File: config.mk
export PLATFORM = sky130hd
export DESIGN_NAME = ght_ram
export DESIGN_NICKNAME = d
export VERILOG_FILES = /design/src/sv/ght_ram.sv
export SDC_FILE = /design/constraint.sdc
export NUM_CORES = 1
export LEC_CHECK = 0
export BUFFER_PORTS_ARGS = -buffer_cell sky130_fd_sc_hd__clkbuf_2
export CORE_MARGIN = 2
export CORE_UTILIZATION = 30
export CTS_CLUSTER_DIAMETER = 100
export DETAILED_ROUTE_END_ITERATION = 7
export MAX_ROUTING_LAYER = met4
export SLEW_MARGIN = 30
export SYNTH_ARGS = -nofsm -noshare
export SYNTH_HDL_FRONTEND = slang
export SYNTH_SLANG_ARGS = --single-unit
File: constraint.sdc
create_clock -name clk -period 2.3 [get_ports clk]
set_input_delay 0.46 -clock clk [delete_from_list [all_inputs] [get_ports clk]]
set_output_delay 0.46 -clock clk [all_outputs]
set_load 0.05 [all_outputs]
File: src/sv/ght_ram.sv
// Generic simple dual-port RAM with a registered read.
`timescale 1ns / 1ps
`default_nettype none
module ght_ram #(
  parameter int WIDTH = 8,
  parameter int DEPTH = 16
) (
  input  wire logic                     clk,
  input  wire logic                     we,
  input  wire logic [$clog2(DEPTH)-1:0] waddr,
  input  wire logic [WIDTH-1:0]         wdata,
  input  wire logic [$clog2(DEPTH)-1:0] raddr,
  output logic      [WIDTH-1:0]         rdata
);

  logic [WIDTH-1:0] mem [DEPTH];

  always_ff @(posedge clk) begin
    if (we) begin
      mem[waddr] <= wdata;
    end
    rdata <= mem[raddr];
  end

endmodule
`default_nettype wire

# Word-level counts from Yosys, hierarchy flattened
# Memories as Yosys holds them, arrays and structs flattened. A register that Yosys moved wholly into a read port is not among the register bits.
# Index checks and enable logic that the tools add are counted.
# word_totals
n_memories	1
ram_bits	128
ff_bits	0
in_bits	18
word_cells	3
# mem_list
memory	depth	word_bits	rd	rd_clocked_by_memory_dff	write_ports	line	rtl
mem	16	8	1	1	1	16	logic [WIDTH-1:0] mem [DEPTH];
# op_classes
muxes	2
# ops
cell	n
1-bit two-way mux	2

# Longest topological paths before layout
# logic_depth
depth_word	2
depth_mapped	5
ltp_nobuf	3

# Worst setup path before layout
# OpenSTA, ideal clock, no wires.
# synth_timing
path_kind	in2reg
start	in waddr[2]
end	mem mem[0][0] (enable)
path_slack_ns	0.347
stages	2
setup_time_ns	0.383
t_required_ns	1.917
arrival_time_ns	1.570
n_path_buf	0
path_cell_list	or3b_2 nor3_1
# synth_rtl
item	line	rtl
start: declaration	10	input wire logic [$clog2(DEPTH)-1:0] waddr,
end: declaration	16	
# Straight into the memory's write port.

# Final worst setup path
# layout_timing
start	reg rdata[7] (read register of mem)
end	out rdata[7]
# layout_rtl
item	line	rtl
start: declaration	13	output logic [WIDTH-1:0] rdata
# No word-level cell between the ends.

==> results by group <==
Outcome
  – Outcome: finished clean

Synth
  – YS warnings: 0
  – Post-synth top cells: edfxtp_1, mux4_2, a22oi_1
  – Syn Nets: approximately 250
  – Top FF cell, synth: edfxtp_1
  – Library cells used by synthesis: 19
  – Synth top area share: approximately three quarters
  – Register area share after synthesis: 77.8%
  – Post-synth EDFFs: 128
  – Mapped Cells: 229
  – Syn Std Cell Area: 5150 um2
  – Synthesis-stage register bit count: 136
  – Top-count cell post-synth: edfxtp_1
  – Top post-synthesis cells by area: edfxtp_1, mux4_2, mux4_1, dfxtp_1, a22oi_1
  – Cell taking the most area after synthesis: edfxtp_1
  – Post-synth ARST share: 0%
  – Post-synthesis area per instance: 22.5 um2

Finish
  – Post-layout net count: 305
  – Filler Cells Inserted: 1555
  – Fraction of layout cells with a size suffix above 1: 30.0%
  – Area delta synth->final: 20.9%
  – Seq. cell area: ~4000 um2
  – N_diodes: 0
  – Layout Utilization: 37.3%
  – Area taken by multi-input logic gates: 1060 um2

STA
  – Worst Max-Slew Pin Slew: roughly 0.43 ns
  – Final worst slack: roughly 0.74 ns
  – Tcrit/Tclk final: between 60% and 70%
  – Fmax: 0.642 GHz
  – Fin Setup TNS: 0 ns
  – Fin Hold WS: 0.476 ns
  – Min Tclk post-route: between 1.5 and 2 ns
  – RSZ-0062 raised after global routing: false
  – Count of final setup violators: 0
  – Final Hold Violating Endpoints: 0
  – Final slew viol count: 0
  – Worst clock skew: between 0.008 and 0.009 ns
  – Rel. slew slack: 71.2%

Detailed routing
  – Total number of vias: 2423
  – Antenna Nets Post-Route: 0
  – DRC viols: 0
  – DR iter-0 viols: 298
  – First drt pass iteration count: 4
  – Routed wire length: 10.0 mm
  – Vias per inst: between 4 and 5
  – Drt wl/cell: 19.2 um

Placement
  – Final HPWL DP: 6.65 mm
  – Number of buffers added on ports: 25
  – GP Congestion: about 0.73
  – Post-place setup slack: 0.325 ns

Worst setup path
  – Critical path class: reg -> out
  – Crit-path cells: clkbuf_2
  – Worst EP required: 1.84 ns
  – R2R depth: 3
  – Worst-path fanout max: 1
  – Buf/Inv on CP: 1
  – Critical Path Max Stage Delay: 0.38 ns
  – Nature of the critical path startpoint: flip-flop
  – Reg2reg setup slack: around 0.9 ns
  – Slowest cell on crit path: dfxtp_1
  – Crit path arrival time: around 1.1 ns
  – Crit-path leading delay family: flip-flops
  – WP depth: 1
  – Critical Path End Type: primary output

Clock tree
  – Hold-fix buffers at CTS: 0
  – TritonCTS clock tree: yes
  – H-tree depth: 4
  – CTS Sinks: between 100 and 150
  – Post-CTS Repair Setup Buffers: 0
  – Worst skew pair latency: between 0.4 and 0.5 ns
  – Clock Pin Slew Worst Setup and Hold Paths: 0.05 ns
  – CTS buffer count: 17
  – Deepest clock path buffer count: 2
  – Post-cts resize count: 0
  – CTS root buf: clkbuf_16

Power
  – Switching share of power: 19.7%
  – Cell internal pwr: 4.54 mW
  – Psw: 1.11 mW
  – Sequential share of power: 49.4%
  – Clk pwr share: 45.0%
  – Combinational power share: 5.6%
  – Leak Pwr: 2.10 nW
  – Power per cell area: 908 nW/um2
  – Worst VDD drop: 507 uV

Floorplan
  – Core area: 16700 um2
  – Vert. Die Dim: 135 um
  – Die area: 18200 um2
  – Row cnt: 47
  – Horiz. Die Dim: approximately 130 um
  – Num ports: 26
  – Initial Utilization: between 30 and 40%

Global route
  – GRT overflow: 0
  – GR Util All Layers: 12.4%
  – Largest net degree at the start of global routing: 33
  – Vias in the first global route: 2551
  – Initial antenna violation count: 0
  – Global-route wire length before repair: 15.4 mm

Worst hold path
  – Hold Path Stages: 1
  – Worst Hold Class: in -> reg

Run
  – Number of max-cap violations: 0
==> per-stage QoR <==
step / cell area, um2 / total power [mW] / instances
2_1_floorplan: 5150 / 3.03 / 229
3_3_place_gp: 5670 / 3.15 / 488
3_5_place_dp: 5670 / 3.16 / 488
4_1_cts: 6220 / 5.70 / 520
5_1_grt: 6220 / 5.83 / 520
6_report: 6220 / 5.65 / 520
==> cells by family after synthesis <==
kind of cell,synth area share [%]
AOI/OAI and AO/OA,2.33
buffers and inverters,1.68
DFF,77.8
muxes,15.0
and+or+nand+nor,3.18
==> final timing paths <==
path	startpoint	endpoint
max	rdata[7]	rdata[7]
min reg2reg	mem[14][2]	rdata[2]
max reg2reg	mem[6][1]	rdata[1]
min	wdata[6]	mem[6][6]
==> power by group through the flow <==
stage          Clock (mW)  Combinational (mW)  Sequential [mW]
2_1_floorplan           0               0.141             2.89
5_1_grt              2.69               0.342             2.79
3_3_place_gp            0               0.315             2.84
3_5_place_dp            0               0.321             2.84
6_report             2.54               0.315             2.79
4_1_cts              2.58               0.321             2.79
==> routing by layer <==
metal | global-route usage [%] | part of all wire [%] | up-vias
met1 | 16.0 | 46 | 1277
met5 | - | 0 | -
met2 | 18.4 | 48 | 49
met4 | 4.34 | 1.2 | 0
met3 | 4.05 | 4.1 | 10
li1 | - | - | 1087
==> cell usage in the layout (no fill, tap or decap) <==
cell type and instances:
clkbuf_2 25, nor2_1 13, clkinv_1 1, nand3_1 1, mux4_2 18, buf_12 2, buf_4 22, edfxtp_1 128
nor3_1 4, mux4_1 14, nor2b_1 1, bufinv_16 2, nand2b_1 2, and2_1 1, dfxtp_1 8, clkinv_2 1
clkbuf_1 9, a22oi_1 16, clkbuf_8 2, or3b_2 1, clkbuf_16 17, and2b_1 1, nand2_1 9, nand3b_1 2
==> state kept, by name, indices dropped and copies added (netlist names) <==
signal and cells:
rdata 8, mem 128
==> area by class of cell <==
type                            instances  share of cell area [%]
Clock buffer                           28                    7.82
Clock inverter                          4                    1.11
Multi-Input combinational cell         83                    17.0
Sequential cell                       136                    64.3
Tap cell                              220                    4.42
Timing Repair Buffer                   49                    5.31
Power figures use the tool's default switching activity.
