<file path="src/sv/ght_mod.sv">
// Bit-serial remainder unit: 64-bit key modulo a small divisor.
`timescale 1ns / 1ps
`default_nettype none
module ght_mod #(
  parameter int PW = 5
) (
  input  wire logic          clk,
  input  wire logic          rst,
  input  wire logic          start,
  input  wire logic [63:0]   dividend,
  input  wire logic [PW-1:0] divisor,
  output logic               done,
  output logic      [PW-1:0] rem
);

  logic [63:0]   shreg;
  logic [PW-1:0] dvs;
  logic [5:0]    cnt;
  logic          running;
  logic [PW-1:0] trial;

  // Shift the next dividend bit in and subtract the divisor once if it fits.
  assign trial = {rem[PW-2:0], shreg[63]};

  always_ff @(posedge clk) begin
    if (rst) begin
      running <= 1'b0;
      done    <= 1'b0;
      cnt     <= '0;
    end else begin
      done <= 1'b0;
      if (start) begin
        running <= 1'b1;
        cnt     <= '0;
      end else if (running) begin
        cnt <= cnt + 6'd1;
        if (cnt == 6'd63) begin
          running <= 1'b0;
          done    <= 1'b1;
        end
      end
    end
  end

  always_ff @(posedge clk) begin
    if (start) begin
      shreg <= dividend;
      dvs   <= divisor;
      rem   <= '0;
    end else if (running) begin
      shreg <= {shreg[62:0], 1'b0};
      rem   <= (trial >= dvs) ? trial - dvs : trial;
    end
  end

endmodule
`default_nettype wire

</file>
<file path="config.mk">
export PLATFORM = sky130hd
export DESIGN_NAME = ght_mod
export DESIGN_NICKNAME = d
export VERILOG_FILES = /design/src/sv/ght_mod.sv
export SDC_FILE = /design/constraint.sdc
export NUM_CORES = 1
export LEC_CHECK = 0
export BUFFER_PORTS_ARGS = -buffer_cell sky130_fd_sc_hd__buf_4
export CELL_PAD_IN_SITES_DETAIL_PLACEMENT = 0
export CELL_PAD_IN_SITES_GLOBAL_PLACEMENT = 1
export CORE_ASPECT_RATIO = 0.5
export CORE_UTILIZATION = 40
export CTS_BUF_LIST = sky130_fd_sc_hd__clkbuf_16
export DETAILED_ROUTE_END_ITERATION = 8
export PLACE_DENSITY_LB_ADDON = 0.3
export REMOVE_ABC_BUFFERS = 1
export SYNTH_ARGS = -nofsm -noshare
export SYNTH_HDL_FRONTEND = slang
export SYNTH_SLANG_ARGS = --single-unit
</file>
<file path="constraint.sdc">
create_clock -name clk -period 3.34 [get_ports clk]
set_clock_uncertainty 0.1 [all_clocks]
set_input_delay 0.334 -clock clk [delete_from_list [all_inputs] [get_ports clk]]
set_output_delay 0.334 -clock clk [all_outputs]
set_load 0.005 [all_outputs]
</file>
* Word-level counts from Yosys, hierarchy flattened *
Index checks and enable logic that the tools add are counted.

word-level totals
  bits in registers = 82

operators by class
  $lt $le $gt $ge = 1
  reduce and logical (&&, ||, !) cells = 3
  muxes and demuxes = 7
  bitwise logic cells = 1
  eq/ne operators = 1
  add/sub/neg operators = 2

operators with widths
  cell                 number
  $mux 64              2
  $add 6x1->6 const B  1
  $eq 6x6->1 const B   1
  $ge 5x5->1           1
  $mux 5               1
  $sub 5x5->5          1
  $mux 1               4
  $reduce_or 3->1      1
  $reduce_bool 2->1    1
  $reduce_or 2->1      1
  $not 1->1            1

* Longest topological paths before layout *
Gate-level depths: netlist of the first run.

  depth in word-level cells = 4
  mapped depth = 8
  mapped depth without buffers = 8

* Least setup slack after synthesis of the first run *
Ideal clock, no wire load.

  path kind = in2reg
  start = input start
  end = register shreg[0] (enable)
  path slack = 505 ps
  setup time = 424 ps
  arrival time = 2,311 ps
  stages = 4
  data required time = 2,816 ps
  cells stage by stage = clkbuf_1 > clkbuf_1 > inv_1 > nand2_1

between the ends
  longest elaborated chain between the ends = 1

ends and longest elaborated chain
  what                         RTL line  text
  start, declared              9         input wire logic start,
  $reduce_bool 2->1 (no line)  --
  end signal, assigned         47        shreg <= dividend;
  end signal, assigned         51        shreg <= {shreg[62:0], 1'b0};
  end, declared                16        logic [63:0] shreg;

No other way between the ends.
A chain may end at the register's enable or synchronous reset.

* Worst setup path after layout of the first run *
  start = register shreg[63]
  end = register rem[4]

between the ends
  longest elaborated chain between the ends = 2
  elaborated cells between the ends (all ways) = 3
  classes of those cells = 1 x add/sub; 1 x order compare; 1 x mux

ends and longest elaborated chain
  what                                              RTL line  text
  $sub 5x5->5 / $ge 5x5->1 (equally long branches)  52        rem <= (trial >= dvs) ? trial - dvs : trial;
  $mux 5 *                                          52
  end signal, assigned                              52
  end, declared                                     13        output logic [PW-1:0] rem

Mark *: on every way between the ends. The rest lies on a longest branch, timed or not.

==> summary.txt, run 1 <==
Outcome
  – Outcome: finished clean

Min path
  – Hold Crit Class: input pin to flip-flop
  – Hold path cells: 2
  – Hold_sp: rst
  – Worst Hold End: running

Yosys
  – Main synth FF type: edfxtp_1
  – Synth Register Bits: 82
  – Register area share after synthesis: 65.4%
  – YS warnings: 0
  – Mapped Area: 3570 um^2
  – Post-synth top area share: 58.1%
  – Unique cell type count in the Yosys netlist: 29
  – Post-synth top cells: edfxtp_1 (69), mux2_2 (63), dfxtp_1 (13), nor2_1 (11), inv_1 (8)
  – EDFF count, synth: 69
  – Count leader, synth: edfxtp_1
  – Synth async-reset ratio: 0%
  – Mapped Cells: 227
  – Top post-synthesis cells by area: edfxtp_1 (58%), mux2_2 (20%), dfxtp_1 (7.3%)
  – Area leader, netlist: edfxtp_1
  – Syn avg cell area: 15.7 um^2

Clocking
  – Clock slew at reported path FFs: 0.06 ns
  – Longest Clk Path Bufs: 2
  – Clock Sinks: 82
  – Clk_lat worst skew: 0.33 ns
  – Clk root buf: clkbuf_16
  – H-Tree Depth: 3
  – CTS Buf Count: 9
  – CTS tree: built
  – Hold_buf cts: 0
  – Postcts setup bufs: 0
  – Post_cts resized: 0

Timing
  – Hold Fails Final Rpt: 0
  – Final period util: 62.4%
  – Setup slack after layout: 1.26 ns
  – Setup TNS: 0 ns
  – Fmax: 480 MHz
  – # setup viols final: 0
  – RSZ-0062 raised after global routing: no
  – Max_slew headroom: 52.3%
  – Tmin final: 2.08 ns
  – Final max-slew violation count: 0
  – Worst-Margin Slew: 0.712 ns

Drt
  – Vias: 2050
  – Routed Antenna Nets: 0
  – Number of vias per cell: 4.82
  – Remaining DRCs: 0
  – Routed len/inst: 14.5 um
  – DRT Pass-1 Iters: 4
  – 1st-iter DRT viols: 55
  – WL final: 6140 um

Critical path
  – Critical Path Source Type: flip-flop
  – Slowest CP cell: fa_1
  – Crit path capture type: flip-flop
  – WP data required: 3.49 ns
  – Worst-path cell chain: inv_1 -> ha_1 -> fa_1 -> or2b_1 -> a21oi_1 -> xor2_1 -> mux2i_1 -> a211oi_1
  – Crit Path Category: flip-flop to flip-flop
  – CP max stage delay: 0.42 ns
  – Reg-to-Reg End: rem[4]
  – Crit Path Max Fanout: 3
  – FF-to-FF setup slack: 1.26 ns
  – WP data arrival: 2.23 ns
  – Reg2reg start: shreg[63]
  – Reg2reg path depth: 8

Global route
  – Grt ovf: 0
  – Initial antenna violation count: 0
  – Largest net degree at the start of global routing: 42
  – GRT Util Overall: 14.5%
  – First-pass GRT wire length: 9870 um
  – Vias in the first global route: 2099

Final layout
  – Final Core Density: 54.9%
  – Layout fillers: 696
  – Nets: 387
  – Diodes inserted: 0
  – Fraction of layout cells with a size suffix above 1: 51.8%
  – Layout area overhead: 28.1%

Floorplanning
  – Die ar.: 9320 um^2
  – FP Rows: 23
  – Die X-Extent: 136 um
  – Chip Height: 68.8 um
  – I/O Pins: 78
  – Core area: 8320 um^2
  – Initial Util: 42.9%

Place
  – Detailed placement HPWL: 4220 um
  – Global placement routability congestion: 0.762
  – Pre-CTS setup slack: 1.13 ns
  – Port Buffers: 77

Power and ir drop
  – Leak: 1.78 nW
  – Peak VDD IR: 0.332 mV
  – P per Cell Area: 546 nW/um^2

Job
  – Max Cap Viol: 0
## sequential cells by signal, summed over array words and instances (netlist names)
signal / count
rem: 5
shreg: 64
done: 1
running: 1
cnt: 6
dvs: 5
## area by class of cell
class | count | area (um^2) | area share (%)
repair buffers | 81 | 621 | 13.6
well taps | 112 | 140 | 3.07
clock inverters | 7 | 62.6 | 1.37
clock buffers | 9 | 225 | 4.93
multi-input cells | 126 | 1160 | 25.3
inverters | 8 | 30.0 | 0.657
flip-flops and latches | 82 | 2330 | 51.1
## layout by cell type, fill, tap and decap left out, drive strengths merged
master,Yosys,layout
inv,8,10
nor2b,1,1
o311ai,1,1
dfxtp,13,13
bufinv,0,1
or2b,1,1
clkinv,0,2
mux2i,4,4
mux2,63,63
and2,1,1
edfxtp,69,69
clkinvlp,0,2
nand4b,1,1
nand3,3,3
nor2,11,11
xnor2,2,2
o21ai,3,3
a21oi,6,6
nor3,1,1
or3,1,1
clkbuf,4,9
o21a,1,1
a211oi,3,3
fa,1,1
or2,2,2
ha,6,6
o311a,1,1
nand4,2,2
buf,7,81
xor2,5,5
nand2,6,6
## logic make-up (layout without fill, tap and decap cells)
kind of cell	Yosys count	in the layout	share of synthesized area, %
multiplexers	67	67	21.0
adder cells (fa/ha/maj)	7	7	2.67
XOR/XNOR	7	7	1.72
flip-flops	82	82	65.4
AO/OA/AOI/OAI	15	15	2.95
buffers and inverters	19	105	2.24
AND/OR/NAND/NOR	30	30	4.03
## worst max-delay path: cells and delay by family (launching register included)
kind / cells / cell delay (ns)
AND/OR/NAND/NOR: 1 / 0.24
flip-flops: 1 / 0.35
buffers and inverters: 1 / 0.05
AO/OA/AOI/OAI: 2 / 0.39
adder cells (fa/ha/maj): 2 / 0.64
XOR/XNOR: 1 / 0.16
multiplexers: 1 / 0.08
## metrics by stage
stage	cells	hold slack (ns)	area [um^2]	power (W)
after floorplan	216	0.306	3520	0.00143
after global placement	409	0.368	4280	0.00156
after detailed placement	409	0.387	4280	0.00157
after CTS	425	0.0543	4570	0.00253
after global routing	425	0.0535	4570	0.00261
final	425	0.0642	4570	0.00249
## metal layers
metal	part of all wire [%]	track usage, %	up-vias
li1	-	-	1008
met1	44	16.7	995
met2	49	25.2	38
met3	5.2	5.85	9
met4	1.3	5.06	0
met5	0	0	-
## worst max path at each step
| stage | to | from | cells past startpoint |
|---|---|---|---|
| floorplan | shreg[0] | running | 2 |
| CTS | rem[4] | shreg[63] | 8 |
| finish | rem[4] | shreg[63] | 8 |
| global placement | shreg[63] | start | 4 |
| detailed placement | shreg[56] | start | 4 |
| global route | rem[4] | shreg[63] | 8 |
## power breakdown
group / leakage, nW / switching, W / internal, W
Sequential: 0.800 / 0.0000312 / 0.00123
Combinational: 0.841 / 0.000115 / 0.000168
Clock: 0.144 / 0.000382 / 0.000570
Total: 1.78 / 0.000528 / 0.00197
No activity file was read; power rests on OpenSTA's default activity.
==> run 2, diff against run 1 <==
ABC_AREA = 1   (was unset)
CORE_UTILIZATION = 37   (was 40)
clock period = 1.83 ns   (was 3.34 ns; I/O delays follow)
==> summary.txt, run 2 <==
Clocking
  – Clock slew at reported path FFs: 0.06 ns
  – Clk_lat worst skew: 0.33 ns
  – CTS Buf Count: 9
  – CTS tree: built
  – Clock Sinks: 82
  – H-Tree Depth: 3
  – Clk root buf: clkbuf_16
  – Longest Clk Path Bufs: 2

Yosys
  – Post-synth top cells: nand2_1 (220), edfxtp_1 (69), inv_1 (19), nand3_1 (18), dfxtp_1 (13)
  – EDFF count, synth: 69
  – Synth Area in XOR/XNOR: 0.472%
  – YS warnings: 0
  – Syn avg cell area: 9.41 um^2
  – Main synth FF type: edfxtp_1
  – Simple-Gate Fraction of Synth Area: 28.0%
  – Compound-Gate Fraction of Synth Area: 1.42%
  – Largest family of logic cells by synthesized area: simple AND/OR/NAND/NOR gates
  – Mapped Cells: 394
  – Synth async-reset ratio: 0%
  – Post-synth top area share: 55.9%
  – Post-synthesis mux area share: 0%
  – Synth Register Bits: 82
  – Register area share after synthesis: 62.9%
  – Count leader, synth: nand2_1
  – Area leader, netlist: edfxtp_1
  – Unique cell type count in the Yosys netlist: 23
  – Mapped Area: 3710 um^2
  – Synth Area in Adders: 2.56%
  – Top post-synthesis cells by area: edfxtp_1 (56%), nand2_1 (22%), dfxtp_1 (7.0%)

Power and ir drop
  – P_sw: 0.00102 W
  – Leak: 2.28 nW
  – Sw frac: 21.9%
  – P per Cell Area: 974 nW/um^2
  – Clk network pwr share: 39.4%
  – Internal power: 0.00366 W
  – Combinational Power Share: 11.7%
  – Peak VDD IR: 0.440 mV
  – Reg power frac: 48.9%

Drt
  – Vias: 2705
  – Routed Antenna Nets: 0
  – Remaining DRCs: 0
  – Routed len/inst: 11.2 um
  – 1st-iter DRT viols: 122
  – WL final: 6950 um
  – DRT Pass-1 Iters: 4
  – Number of vias per cell: 4.37

Critical path
  – Critical Path Source Type: flip-flop
  – WP data arrival: 1.80 ns
  – Reg-to-Reg End: rem[4]
  – FF-to-FF setup slack: 0.16 ns
  – Crit Path Category: flip-flop to flip-flop
  – Reg2reg path depth: 10
  – Crit path capture type: flip-flop
  – Crit Path Max Fanout: 2
  – WP data required: 1.96 ns
  – Reg2reg start: dvs[0]

Timing
  – Final max-slew violation count: 0
  – RSZ-0062 raised after global routing: no
  – Final period util: 91.2%
  – Worst-Margin Slew: 1.01 ns
  – Max_slew headroom: 32.9%
  – Hold Fails Final Rpt: 0
  – Setup slack after layout: 0.160 ns
  – # setup viols final: 0
  – Fmax: 599 MHz
  – Tmin final: 1.67 ns

Final layout
  – Layout fillers: 954
  – Top reg by flops: shreg
  – Max reg flops: 64
  – Nets: 560
  – Most common library cell in the layout ignoring fill and taps: nand2_1
  – Storage cell area: 2330 um^2
  – Multi-input logic area: 1200 um^2
  – Diodes inserted: 0
  – Final Non-Filler Cells: 619
  – Fraction of layout cells with a size suffix above 1: 22.9%
  – Regs by FF count: shreg x64, cnt x6
  – Most frequent cells in the layout: nand2_1 (220), buf_4 (82), edfxtp_1 (69)
  – Layout area overhead: 29.6%
  – Final Cell Area: 4800 um^2

Floorplanning
  – I/O Pins: 78
  – Initial Util: 38.7%
  – Core area: 9570 um^2
  – Chip Height: 72.8 um
  – Die X-Extent: 144 um
  – FP Rows: 25
  – Die ar.: 10400 um^2

Global route
  – Vias in the first global route: 2622
  – GRT Util Overall: 14.8%
  – First-pass GRT wire length: 11700 um
  – Initial antenna violation count: 0
  – Largest net degree at the start of global routing: 64
  – Grt ovf: 0

Place
  – Port Buffers: 77
  – Placed instance count: 599
  – Pre-CTS setup slack: 0.154 ns
  – Global placement routability congestion: 0.840
  – Detailed placement HPWL: 4790 um
  – Placed Area: 4450 um^2

Min path
  – Hold_sp: rst
  – Hold path cells: 4
  – Hold Crit Class: input pin to flip-flop
  – Worst Hold End: cnt[0]

Job
  – Max Cap Viol: 0

Outcome
  – Outcome: finished clean
==> run 2: cell count changes in the layout (fill, tap and decap cells not counted), sizes merged, moves of 2 or more <==
cell,change
nand3,+16
inv,+14
a211oi,-3
nand4,-2
xor2,-4
clkinvlp,-2
nand2,+216
mux2,-63
dlygate4sd3,+6
mux2i,-4
nor2,+2
buf,+3
==> run 2: timing repair <==
item                      4_1_cts  5_1_grt
setup buffers                   0        0
hold endpoints to repair        6        0
hold buffers                    6        0
gates resized for setup         0        0
==> run 2: power groups by stage <==
stage               registers, W  clock network [W]  logic [W]
floorplan                0.00231                  0   0.000298
global placement         0.00232                  0   0.000541
detailed placement       0.00232                  0   0.000548
CTS                      0.00229            0.00190   0.000560
global route             0.00230            0.00197   0.000622
finish                   0.00229            0.00184   0.000548
==> run 2: layout make-up <==
cell class	instances	share of cell area (%)
clock inverters	5	1.51
clock buffers	9	4.69
flip-flops and latches	82	48.5
well taps	135	3.52
repair buffers	90	14.9
multi-input cells	275	25.1
inverters	23	1.80
==> run 2: kinds of logic after synthesis <==
group | after synthesis
compound gates | 10
buf+inv | 37
fa+ha+maj | 7
xor+xnor | 2
flops | 82
simple gates | 256
==> run 2: per-layer routing <==
metal,global-route usage (%),vias to the layer above,share of wire (%)
met4,6.03,0,1.5
met3,5.25,9,5.3
met1,17.9,1211,47
li1,-,1434,-
met2,24.4,51,46
met5,0,-,0
==> run 2: per-stage QoR <==
| step | util (%) | hold slack [ns] | setup TNS [ns] | total power, W |
|---|---|---|---|---|
| global route | 50.2 | 0.00992 | 0 | 0.00490 |
| floorplan | - | 0.182 | -27.41 | 0.00261 |
| detailed placement | 46.5 | 0.263 | 0 | 0.00287 |
| global placement | 46.5 | 0.262 | 0 | 0.00287 |
| finish | 50.2 | 0.0143 | 0 | 0.00468 |
| CTS | 50.2 | 0.00299 | 0 | 0.00474 |
==> run 2: worst max-delay path by stage <==
stage | from | cells past startpoint | to | slack [ns]
global placement | shreg[63] | 11 | rem[4] | 0.18
floorplan | running | 2 | shreg[0] | -0.43
finish | dvs[0] | 10 | rem[4] | 0.16
detailed placement | dvs[0] | 10 | rem[4] | 0.15
CTS | dvs[0] | 10 | rem[4] | 0.15
global route | shreg[63] | 11 | rem[4] | 0.03
==> run 2: critical path, cell delays in order, from the launching register on <==
cell and delay, ns:
edfxtp_1 0.37, ha_1 0.22, fa_1 0.41, inv_1 0.07
nand3_1 0.07, nand2_1 0.08, nand2_1 0.05, nand2_1 0.07
nand2_2 0.04, nand3_1 0.05, nand2_1 0.04
